===== src/design/tdp_pkg.sv =====
// shared types and constants for the trial division primality block
`default_nettype none

package tdp_pkg;

  // fixed constants of the test
  localparam int unsigned Two          = 2;
  localparam int unsigned FirstDivisor = 3;
  localparam int unsigned FirstSquare  = 9;
  localparam int unsigned DivisorStep  = 2;
  localparam int unsigned SquareStep   = 4;

  // result transaction carries one bit padded to one byte
  localparam int unsigned OutBits = 8;

  // commands from controller to datapath
  typedef struct packed {
    logic load;      // capture value, set divisor to three
    logic start_div; // clear remainder, arm bit counter
    logic div_step;  // one restoring remainder step
    logic advance;   // next odd divisor and its square
  } cmd_t;

  // status from datapath to controller
  typedef struct packed {
    logic below_two;
    logic is_two;
    logic is_even;
    logic past_bound; // divisor squared exceeds value
    logic div_last;   // current step is the final remainder step
    logic rem_zero;
  } status_t;

endpackage

`default_nettype wire


===== src/design/tdp_datapath.sv =====
// datapath: operand, odd divisor, its square and a bit-serial remainder unit
`default_nettype none

module tdp_datapath #(
  parameter int unsigned VALUE_BITS = 32
) (
  input  wire logic                  clk_i,
  input  wire logic                  rst_ni,
  input  wire logic [VALUE_BITS-1:0] value_i,
  input  wire tdp_pkg::cmd_t         cmd_i,
  output tdp_pkg::status_t           status_o
);
  import tdp_pkg::*;

  // divisor never passes about sqrt(2^VALUE_BITS) + 2
  localparam int unsigned DivBits = (VALUE_BITS + 1) / 2 + 2;
  localparam int unsigned SqBits  = VALUE_BITS + 2;
  localparam int unsigned CntBits = $clog2(VALUE_BITS + 1);

  logic [VALUE_BITS-1:0] value_q;
  logic [VALUE_BITS-1:0] shift_q;
  logic [DivBits-1:0]    div_q;
  logic [SqBits-1:0]     sq_q;
  logic [DivBits-1:0]    rem_q;
  logic [CntBits-1:0]    cnt_q;

  logic [DivBits:0]      trial;
  logic                  fits;
  logic [DivBits:0]      trial_sub;
  logic [DivBits-1:0]    rem_d;
  logic [SqBits-1:0]     sq_d;
  logic [DivBits-1:0]    div_d;

  // remainder stays below divisor, so it fits back into DivBits
  assign trial     = {rem_q, shift_q[VALUE_BITS-1]};
  assign fits      = trial >= {1'b0, div_q};
  assign trial_sub = trial - {1'b0, div_q};
  assign rem_d     = fits ? trial_sub[DivBits-1:0] : trial[DivBits-1:0];

  // (d+2)^2 = d^2 + 4d + 4
  assign sq_d  = sq_q + SqBits'({div_q, 2'b00}) + SqBits'(SquareStep);
  assign div_d = div_q + DivBits'(DivisorStep);

  always_ff @(posedge clk_i or negedge rst_ni) begin
    if (!rst_ni) begin
      cnt_q <= '0;
    end else if (cmd_i.start_div) begin
      cnt_q <= CntBits'(VALUE_BITS);
    end else if (cmd_i.div_step) begin
      cnt_q <= cnt_q - CntBits'(1);
    end
  end

  always_ff @(posedge clk_i) begin
    if (cmd_i.load) begin
      value_q <= value_i;
      div_q   <= DivBits'(FirstDivisor);
      sq_q    <= SqBits'(FirstSquare);
    end else if (cmd_i.advance) begin
      div_q <= div_d;
      sq_q  <= sq_d;
    end
    if (cmd_i.start_div) begin
      rem_q   <= '0;
      shift_q <= value_q;
    end else if (cmd_i.div_step) begin
      rem_q   <= rem_d;
      shift_q <= {shift_q[VALUE_BITS-2:0], 1'b0};
    end
  end

  always_comb begin
    status_o.below_two  = value_q < VALUE_BITS'(Two);
    status_o.is_two     = value_q == VALUE_BITS'(Two);
    status_o.is_even    = ~value_q[0];
    status_o.past_bound = sq_q > {2'b00, value_q};
    status_o.div_last   = cnt_q == CntBits'(1);
    status_o.rem_zero   = rem_q == '0;
  end

endmodule

`default_nettype wire


===== src/design/tdp_controller.sv =====
// controller: sequences the trial divisions and holds the result register
`default_nettype none

module tdp_controller (
  input  wire logic             clk_i,
  input  wire logic             rst_ni,
  input  wire logic             in_valid_i,
  output logic                  in_ready_o,
  output logic                  out_valid_o,
  input  wire logic             out_ready_i,
  output logic                  out_prime_o,
  output tdp_pkg::cmd_t         cmd_o,
  input  wire tdp_pkg::status_t status_i
);
  import tdp_pkg::*;

  typedef enum logic [4:0] {
    ST_IDLE  = 5'b00001,
    ST_CHECK = 5'b00010,
    ST_DIV   = 5'b00100,
    ST_TEST  = 5'b01000,
    ST_DONE  = 5'b10000
  } state_e;

  state_e state_q, state_d;
  logic   prime_q, prime_d;
  logic   out_valid_q, out_valid_d;
  logic   out_prime_q, out_prime_d;
  logic   slot_free;

  assign slot_free   = ~out_valid_q | out_ready_i;
  assign in_ready_o  = state_q == ST_IDLE;
  assign out_valid_o = out_valid_q;
  assign out_prime_o = out_prime_q;

  always_comb begin
    state_d     = state_q;
    prime_d     = prime_q;
    out_valid_d = out_valid_q & ~out_ready_i;
    out_prime_d = out_prime_q;
    cmd_o       = '0;
    case (state_q)
      ST_IDLE: begin
        if (in_valid_i) begin
          cmd_o.load = 1'b1;
          state_d    = ST_CHECK;
        end
      end
      ST_CHECK: begin
        if (status_i.below_two) begin
          prime_d = 1'b0;
          state_d = ST_DONE;
        end else if (status_i.is_two) begin
          prime_d = 1'b1;
          state_d = ST_DONE;
        end else if (status_i.is_even) begin
          prime_d = 1'b0;
          state_d = ST_DONE;
        end else if (status_i.past_bound) begin
          prime_d = 1'b1;
          state_d = ST_DONE;
        end else begin
          cmd_o.start_div = 1'b1;
          state_d         = ST_DIV;
        end
      end
      ST_DIV: begin
        cmd_o.div_step = 1'b1;
        if (status_i.div_last) begin
          state_d = ST_TEST;
        end
      end
      ST_TEST: begin
        if (status_i.rem_zero) begin
          prime_d = 1'b0;
          state_d = ST_DONE;
        end else begin
          cmd_o.advance = 1'b1;
          state_d       = ST_CHECK;
        end
      end
      ST_DONE: begin
        if (slot_free) begin
          out_valid_d = 1'b1;
          out_prime_d = prime_q;
          state_d     = ST_IDLE;
        end
      end
      default: begin
        state_d = ST_IDLE;
      end
    endcase
  end

  always_ff @(posedge clk_i or negedge rst_ni) begin
    if (!rst_ni) begin
      state_q     <= ST_IDLE;
      out_valid_q <= 1'b0;
    end else begin
      state_q     <= state_d;
      out_valid_q <= out_valid_d;
    end
  end

  always_ff @(posedge clk_i) begin
    prime_q     <= prime_d;
    out_prime_q <= out_prime_d;
  end

endmodule

`default_nettype wire


===== src/design/trial_division_primality_top.sv =====
// top level of the trial division primality tester
//
// input stream: one transaction carries an unsigned value in s_axis_tdata_i,
//   the low VALUE_BITS bits are used, anything above is ignored
// output stream: one transaction per input, m_axis_tdata_o[0] is 1 when the
//   value is prime (2 counts as prime, 0 and 1 do not)
// timing: the accepting edge loads the operand; values below two, two itself
//   and even values go from the check state straight to the done state. each
//   odd divisor tried takes a bound check, VALUE_BITS restoring remainder
//   steps and a zero test; an odd value v is tried against the odd divisors
//   from 3 up to sqrt(v), about sqrt(v) / 2 of them, stopping at the first one
//   that divides it.
// one value is worked on at a time; s_axis_tready_o is high while idle,
//   even while a finished result waits in the output register
// if the receiver stalls, the result is held in m_axis_tdata_o and the next
//   value may still be computed; it then waits until the register frees
// reset clears the controller state and the output valid flag; no result is lost
//   or repeated across a stall
`default_nettype none

module trial_division_primality_top #(
  parameter int unsigned VALUE_BITS = 32
) (
  input  wire logic                                clk_i,
  input  wire logic                                rst_ni,
  // slave side
  input  wire logic                                s_axis_tvalid_i,
  output logic                                     s_axis_tready_o,
  input  wire logic [((VALUE_BITS+7)/8)*8-1:0]     s_axis_tdata_i,  // value
  // master side
  output logic                                     m_axis_tvalid_o,
  input  wire logic                                m_axis_tready_i,
  output logic [tdp_pkg::OutBits-1:0]              m_axis_tdata_o   // is_prime, zero pad
);
  import tdp_pkg::*;

  cmd_t    cmd;
  status_t status;
  logic    out_prime;

  // controller owns the handshakes and the result register
  tdp_controller u_ctrl (
    .clk_i       (clk_i),
    .rst_ni      (rst_ni),
    .in_valid_i  (s_axis_tvalid_i),
    .in_ready_o  (s_axis_tready_o),
    .out_valid_o (m_axis_tvalid_o),
    .out_ready_i (m_axis_tready_i),
    .out_prime_o (out_prime),
    .cmd_o       (cmd),
    .status_i    (status)
  );

  // datapath sees only the low VALUE_BITS of the input transaction
  tdp_datapath #(
    .VALUE_BITS (VALUE_BITS)
  ) u_dp (
    .clk_i    (clk_i),
    .rst_ni   (rst_ni),
    .value_i  (s_axis_tdata_i[VALUE_BITS-1:0]),
    .cmd_i    (cmd),
    .status_o (status)
  );

  // result bit in the lowest position, padded to a whole byte
  assign m_axis_tdata_o = {{(OutBits-1){1'b0}}, out_prime};

endmodule

`default_nettype wire

===== config.mk =====
export PLATFORM = sky130hd
export DESIGN_NAME = trial_division_primality_top
export DESIGN_NICKNAME = d
export VERILOG_FILES = /design/src/design/tdp_pkg.sv /design/src/design/tdp_datapath.sv /design/src/design/tdp_controller.sv /design/src/design/trial_division_primality_top.sv
export SDC_FILE = /design/constraint.sdc
export NUM_CORES = 1
export LEC_CHECK = 0
export BUFFER_PORTS_ARGS = -buffer_cell sky130_fd_sc_hd__buf_2
export CORE_ASPECT_RATIO = 0.9
export CORE_MARGIN = 8
export CORE_UTILIZATION = 62
export DETAILED_ROUTE_END_ITERATION = 8
export HOLD_SLACK_MARGIN = 0.15
export PLACE_DENSITY = 0.78
export SYNTH_ARGS = -nofsm -noshare
export SYNTH_HDL_FRONTEND = slang
export SYNTH_SLANG_ARGS = --single-unit

===== constraint.sdc =====
create_clock -name clk_i -period 3.5 [get_ports clk_i]
set_input_delay 0.525 -clock clk_i [delete_from_list [all_inputs] [get_ports clk_i]]
set_output_delay 0.525 -clock clk_i [all_outputs]
set_load 0.02 [all_outputs]

# Yosys cells after proc, flatten, opt, wreduce, memory -nomap -nowiden
# Cells that the tools add are included.
# classes
mux	32
n_addsub	5
n_eq_ne	12
n_bitwise	4
reduce_logical	6
magnitude_cmp	3
# op_table
cell	n
32-bit 2-to-1 mux	2
5-bit 2-to-1 mux	8
34-bit by 20-bit adder with 34-bit output	1
34-bit by 3-bit adder with 34-bit output, second input constant	1
34-bit by 32-bit > comparator with 1-bit output	1
32-bit by 2-bit == test with 1-bit output, second input constant	1
32-bit by 2-bit less-than comparator with 1-bit output, second input constant	1
5-bit case mux with 5 select lines	1
19-bit by 18-bit >= comparator with 1-bit output	1
18-bit by 2-bit adder with 18-bit output, second input constant	1
18-bit zero test	1
18-bit 2-to-1 mux	1
18-bit subtractor	1
1-bit 2-to-1 mux	17
6-bit 2-to-1 mux	2
6-bit by 1-bit == test with 1-bit output, second input constant	1
2-bit != test, second input constant	3
3-bit AND reduction	2
6-bit by 1-bit subtractor with 6-bit output, second input constant	1
5-bit by 1-bit == test with 1-bit output, second input constant	1
5-bit by 2-bit == test with 1-bit output, second input constant	1
5-bit by 3-bit == test with 1-bit output, second input constant	1
5-bit by 4-bit == test with 1-bit output, second input constant	1
5-bit == test, second input constant	1
other kinds (8)	10
# totals
ff_bits	148
inputBits	36
output_inout_bits	10

# Logic depth before layout (Yosys ltp)
# depth
ltp_word	7
mapped_depth	13
mapped_depth_nobuf	12

# Hierarchy
# A second synthesis with hierarchy kept.
# unflattened
hier_cells	922
hier_area_um2	8862.2
# by_module_without_submodules
module	cells_each	n_inst	area_each_um2
tdp_datapath	866	1	8359.3
tdp_controller	47	1	439.2
trial_division_primality_top	9	1	63.8

# Worst setup path before layout
# No wires, ideal clock.
# synth_timing
path_kind	reg2reg
from	register u_dp.value_q[25]
to	register u_dp.shift_q[0], enable pin
synth_period_minus_slack_ps	2973
required_time_ps	3109
path_stages_with_launch	10
path_buffers	1
arrival_ps	2582
setup_slack_ps	527
cell_sequence	edfxtp_1 > inv_1 > ha_1 > nand4_1 > nor4_1 > and4_1 > a31oi_1 > a311o_1 > buf_2 > nand2_1
# synth_via
elab_chain_cells	7
# synth_lines
item	line	rtl
from (decl)	tdp_datapath.sv:20	logic [VALUE_BITS-1:0] value_q;
from (signal assigned)	tdp_datapath.sv:56	value_q <= value_i;
34-bit by 32-bit > comparator with 1-bit output	tdp_datapath.sv:76	status_o.past_bound = sq_q > {2'b00, value_q};
1-bit 2-to-1 mux	tdp_controller.sv:59	end else if (status_i.past_bound) begin
1-bit 2-to-1 mux	tdp_controller.sv:56	end else if (status_i.is_even) begin
1-bit 2-to-1 mux	tdp_controller.sv:53	end else if (status_i.is_two) begin
1-bit 2-to-1 mux (*)	tdp_controller.sv:50	if (status_i.below_two) begin
1-bit 2-to-1 mux (*)	tdp_controller.sv:42	case (state_q)
2-bit nonzero test (no line) (*)	n/a	
to (signal assigned)	tdp_datapath.sv:65	shift_q <= value_q;
to (signal assigned)	tdp_datapath.sv:68	shift_q <= {shift_q[VALUE_BITS-2:0], 1'b0};
to (decl)	tdp_datapath.sv:21	logic [VALUE_BITS-1:0] shift_q;
# Every way passes the cells marked *; elsewhere a longest branch is shown, timed or not.
# A chain may end at the register's enable or synchronous reset.

# Worst setup path after layout
# layout_timing
from	register u_dp.value_q[22]
to	register u_dp.shift_q[2], data pin
# layout_via
elab_chain_cells	7
# layout_lines
item	line	rtl
34-bit by 32-bit > comparator with 1-bit output	tdp_datapath.sv:76	
1-bit 2-to-1 mux	tdp_controller.sv:59	
1-bit 2-to-1 mux	tdp_controller.sv:56	
1-bit 2-to-1 mux	tdp_controller.sv:53	
1-bit 2-to-1 mux (*)	tdp_controller.sv:50	
1-bit 2-to-1 mux (*)	tdp_controller.sv:42	
32-bit 2-to-1 mux (*)	tdp_datapath.sv:63	if (cmd_i.start_div) begin
# Marked as above.

==> metrics.md <==
| Metric | Value |
|---|---|
| Status | `finished, final reports clean` |
| All-Layer GR Usage | `23.48%` |
| Clock root cell | `clkbuf_16` |
| WP data arrival | `3.26 ns` |
| CP Data Required Time | `3.68 ns` |
| Number of fill cells in the layout | `1041` |
| Initial antenna violation count | `0` |
| Total gr overflow | `0` |
| Synth Instances | `930` |
| Clk_lat worst skew | `0.43 ns` |
| Peak supply drop | `0.4685 mV` |
| Critical path peak fanout | `22` |
| Cell Area, Synth | `8548 um^2` |
| DRT iter0 DRCs | `558` |
| TNS Setup | `0 ns` |
| H-tree lvl count | `4` |
| Family with the most delay on the worst path | `compound AO/OA/AOI/OAI gates` |
| Largest area contributor in the netlist | `edfxtp_1` |
| Total Power | `6.796 mW` |
| DR DRC count | `0` |
| Clk_skew | `0.01072 ns` |
| Most frequent cells in the layout | `nand2_1 (102), ha_1 (84), o21ai_0 (71)` |
| Slew Limit Fails | `0` |
| Placement Rows | `40` |
| Crit path time final | `3.075 ns` |
| Static leakage | `4.076 nW` |
| Fmax | `325.2 MHz` |
| Clock Sinks | `144` |
| CP startpoint kind | `flop` |
| Synth Register Bits | `144` |
| Synth async-reset ratio | `8.333%` |
| Core Box Area | `13410 um^2` |
| Crit-path max cell delay | `0.43 ns` |
| R2R Setup Slk | `0.43 ns` |
| Power Dens Cells | `716.7 nW/um^2` |
| Worst slew pin tran | `0.6578 ns` |
| Crit path kind | `reg -> reg` |
| Slew margin rel. | `55.74%` |
| Post-synthesis sequential area ratio | `42.17%` |
| RSZ-0062 raised after global routing | `false` |
| Clock Path Buffers | `2` |
| Count of input and output buffers | `38` |
| Avg Synthesized Cell Area | `9.192 um^2` |
| Critical Path Slowest Stage Cell | `nor4_1` |
| Starting density of the core | `63.73%` |
| Clk slew on worst S/H paths | `0.06 ns` |
| Die Area | `17810 um^2` |
| Fin nets | `1091` |
| Hold Path Class | `in -> reg` |
| Ys flop type | `edfxtp_1` |
| Synthesis warning total | `0` |
| Critical path, cell by cell | `inv_1 > ha_1 > nand4_1 > nor4_1 > a22oi_1 > a31oi_1 > a311o_2 > buf_4 > mux2_2` |
| Setup bufs post-CTS | `0` |
| Die height | `127.4 um` |
| Number of flops mapped to enable cells by yosys | `66` |
| Share of the synthesized area in the top cell type | `23.19%` |
| TritonCTS clock tree | `yes` |
| Placer Congestion | `0.9116` |
| Crit path buffers/inverters | `2` |
| Vias | `7011` |
| Inserted Diodes | `0` |
| Largest net degree at the start of global routing | `62` |
| Vias in the first global route | `6701` |
| Area grow syn2layout | `10.92%` |
| Share of cells above drive strength 1 | `9.878%` |
| Max Cap Violations | `0` |
| Post-DP HPWL | `14700 um` |
| Final Routed Wirelength | `20280 um` |
| IO Pins | `46` |
| First-pass GRT wire length | `33640 um` |
| CTS buffer count | `17` |
| Total iterations of the first detailed-routing run | `5` |
| CP Capture Type | `flop` |
| Unique cell type count in the Yosys netlist | `68` |
| Final Hold Fails | `0` |
| Crit share post-route | `87.85%` |
| Commonest non-fill, non-tap cell in the layout | `nand2_1` |
| Vias per cell | `6.097` |
| Die X | `139.8 um` |
| Final setup fails | `0` |
| WL/cell | `17.64 um` |
| Ranking of synthesized cells by area | `edfxtp_1 (23%), dfxtp_1 (15%), ha_1 (12%), nand2_1 (4.5%), o21ai_0 (4.2%)` |
| Antenna-violating nets left | `0` |
## power breakdown
part	leakage [nW]	switching (mW)	internal, mW
Clock	0.258	0.750	0.979
Sequential	1.30	0.248	2.16
Combinational	2.52	1.59	1.07
## cells in the mapped netlist (3+ instances only)
cell type and instances:
or3_1 10, o2111ai_1 3, and3_1 7, buf_1 6, o21a_1 4, dfxtp_1 66
nand4_1 15, buf_2 3, a211oi_1 10, ha_1 84, a21o_1 8, o21ai_0 71
xnor2_1 33, buf_4 9, mux2i_1 12, dfrtp_1 11, o31ai_1 10, edfxtp_1 66
a31oi_1 5, o21ai_1 8, a21boi_0 4, inv_1 68, o211ai_1 13, nand3_1 47
nor2_1 59, clkbuf_1 19, nor3b_1 4, a21oi_1 66, o21bai_1 3, a22oi_1 3
nand2_1 102, and4_1 4, or4_1 5, xor2_1 14, nor3_1 16, nor4_1 17
## cell type report
| class | count | area, um^2 | area share [%] |
|---|---|---|---|
| Clock buffer | 17 | 425.4 | 4.487 |
| Clock inverter | 15 | 135.1 | 1.425 |
| Inverter | 69 | 259.0 | 2.732 |
| Multi-Input combinational cell | 686 | 4532 | 47.80 |
| Sequential cell | 144 | 3605 | 38.02 |
| Tap cell | 168 | 210.2 | 2.217 |
| Timing Repair Buffer | 51 | 315.3 | 3.325 |
## worst paths after layout
check,from,to,cells after the start
max,u_dp.value_q[22],u_dp.shift_q[2],9
min,s_axis_tdata_i[24],u_dp.value_q[24],1
max reg2reg,u_dp.value_q[22],u_dp.shift_q[2],9
min reg2reg,u_ctrl.prime_q,u_ctrl.out_prime_o,0
max in group asynchronous,rst_ni,u_ctrl.state_q[0],2
min in group asynchronous,rst_ni,u_dp.cnt_q[2],2
## repair_timing
action                                 in CTS  in global routing
hold buffers                                1                  0
gates resized for setup                     0                  0
endpoints found under the hold margin      11                  0
setup endpoints to repair                   0                  0
## logic make-up after synthesis
family	Yosys count	share of synthesized area (%)
AOI/OAI and AO/OA	228	16.10
buffers and inverters	106	5.093
DFF	144	42.17
muxes	14	1.669
and+or+nand+nor	304	17.34
adders and majority gates	86	12.76
xor gates and xnor gates	47	4.816
other	1	0.04387
## sequential cells by signal, summed over array words and instances, names as in the netlist
| register | flops |
|---|---|
| u_dp.cnt_q | 6 |
| u_dp.shift_q | 32 |
| u_ctrl.out_valid_o | 1 |
| u_dp.sq_q | 31 |
| u_dp.rem_q | 18 |
| u_ctrl.state_q | 5 |
| u_ctrl.out_prime_o | 1 |
| u_ctrl.prime_q | 1 |
| u_dp.value_q | 32 |
| u_dp.div_q | 17 |
## metrics by stage
step                cell area [um^2]  util, %  setup slack [ns]  std cells  hold slack, ns
floorplan                       8571        -            0.5267        936          0.2294
global placement                8911    66.44            0.5594       1117          0.4010
detailed placement              8911    66.44            0.4637       1117          0.4052
CTS                             9482    70.69            0.4630       1150          0.2578
global route                    9482    70.69            0.2175       1150          0.2484
finish                          9482    70.69            0.4253       1150          0.2650
## metal layers
layer	vias to the layer above	track usage (%)	wire length [um]
li1	3459	-	-
met5	-	0	0
met1	3313	31.65	9360
met4	0	6.314	224
met3	27	5.473	1352
met2	212	37.27	9346
## worst register-to-register path, delay by kind of cell (launching register included)
family | cells | cell delay [ns]
and+or+nand+nor | 2 | 0.56
DFF | 1 | 0.35
adders and majority gates | 1 | 0.29
buffers and inverters | 2 | 0.40
AOI/OAI and AO/OA | 3 | 0.87
muxes | 1 | 0.36
Power figures use the tool's default switching activity.
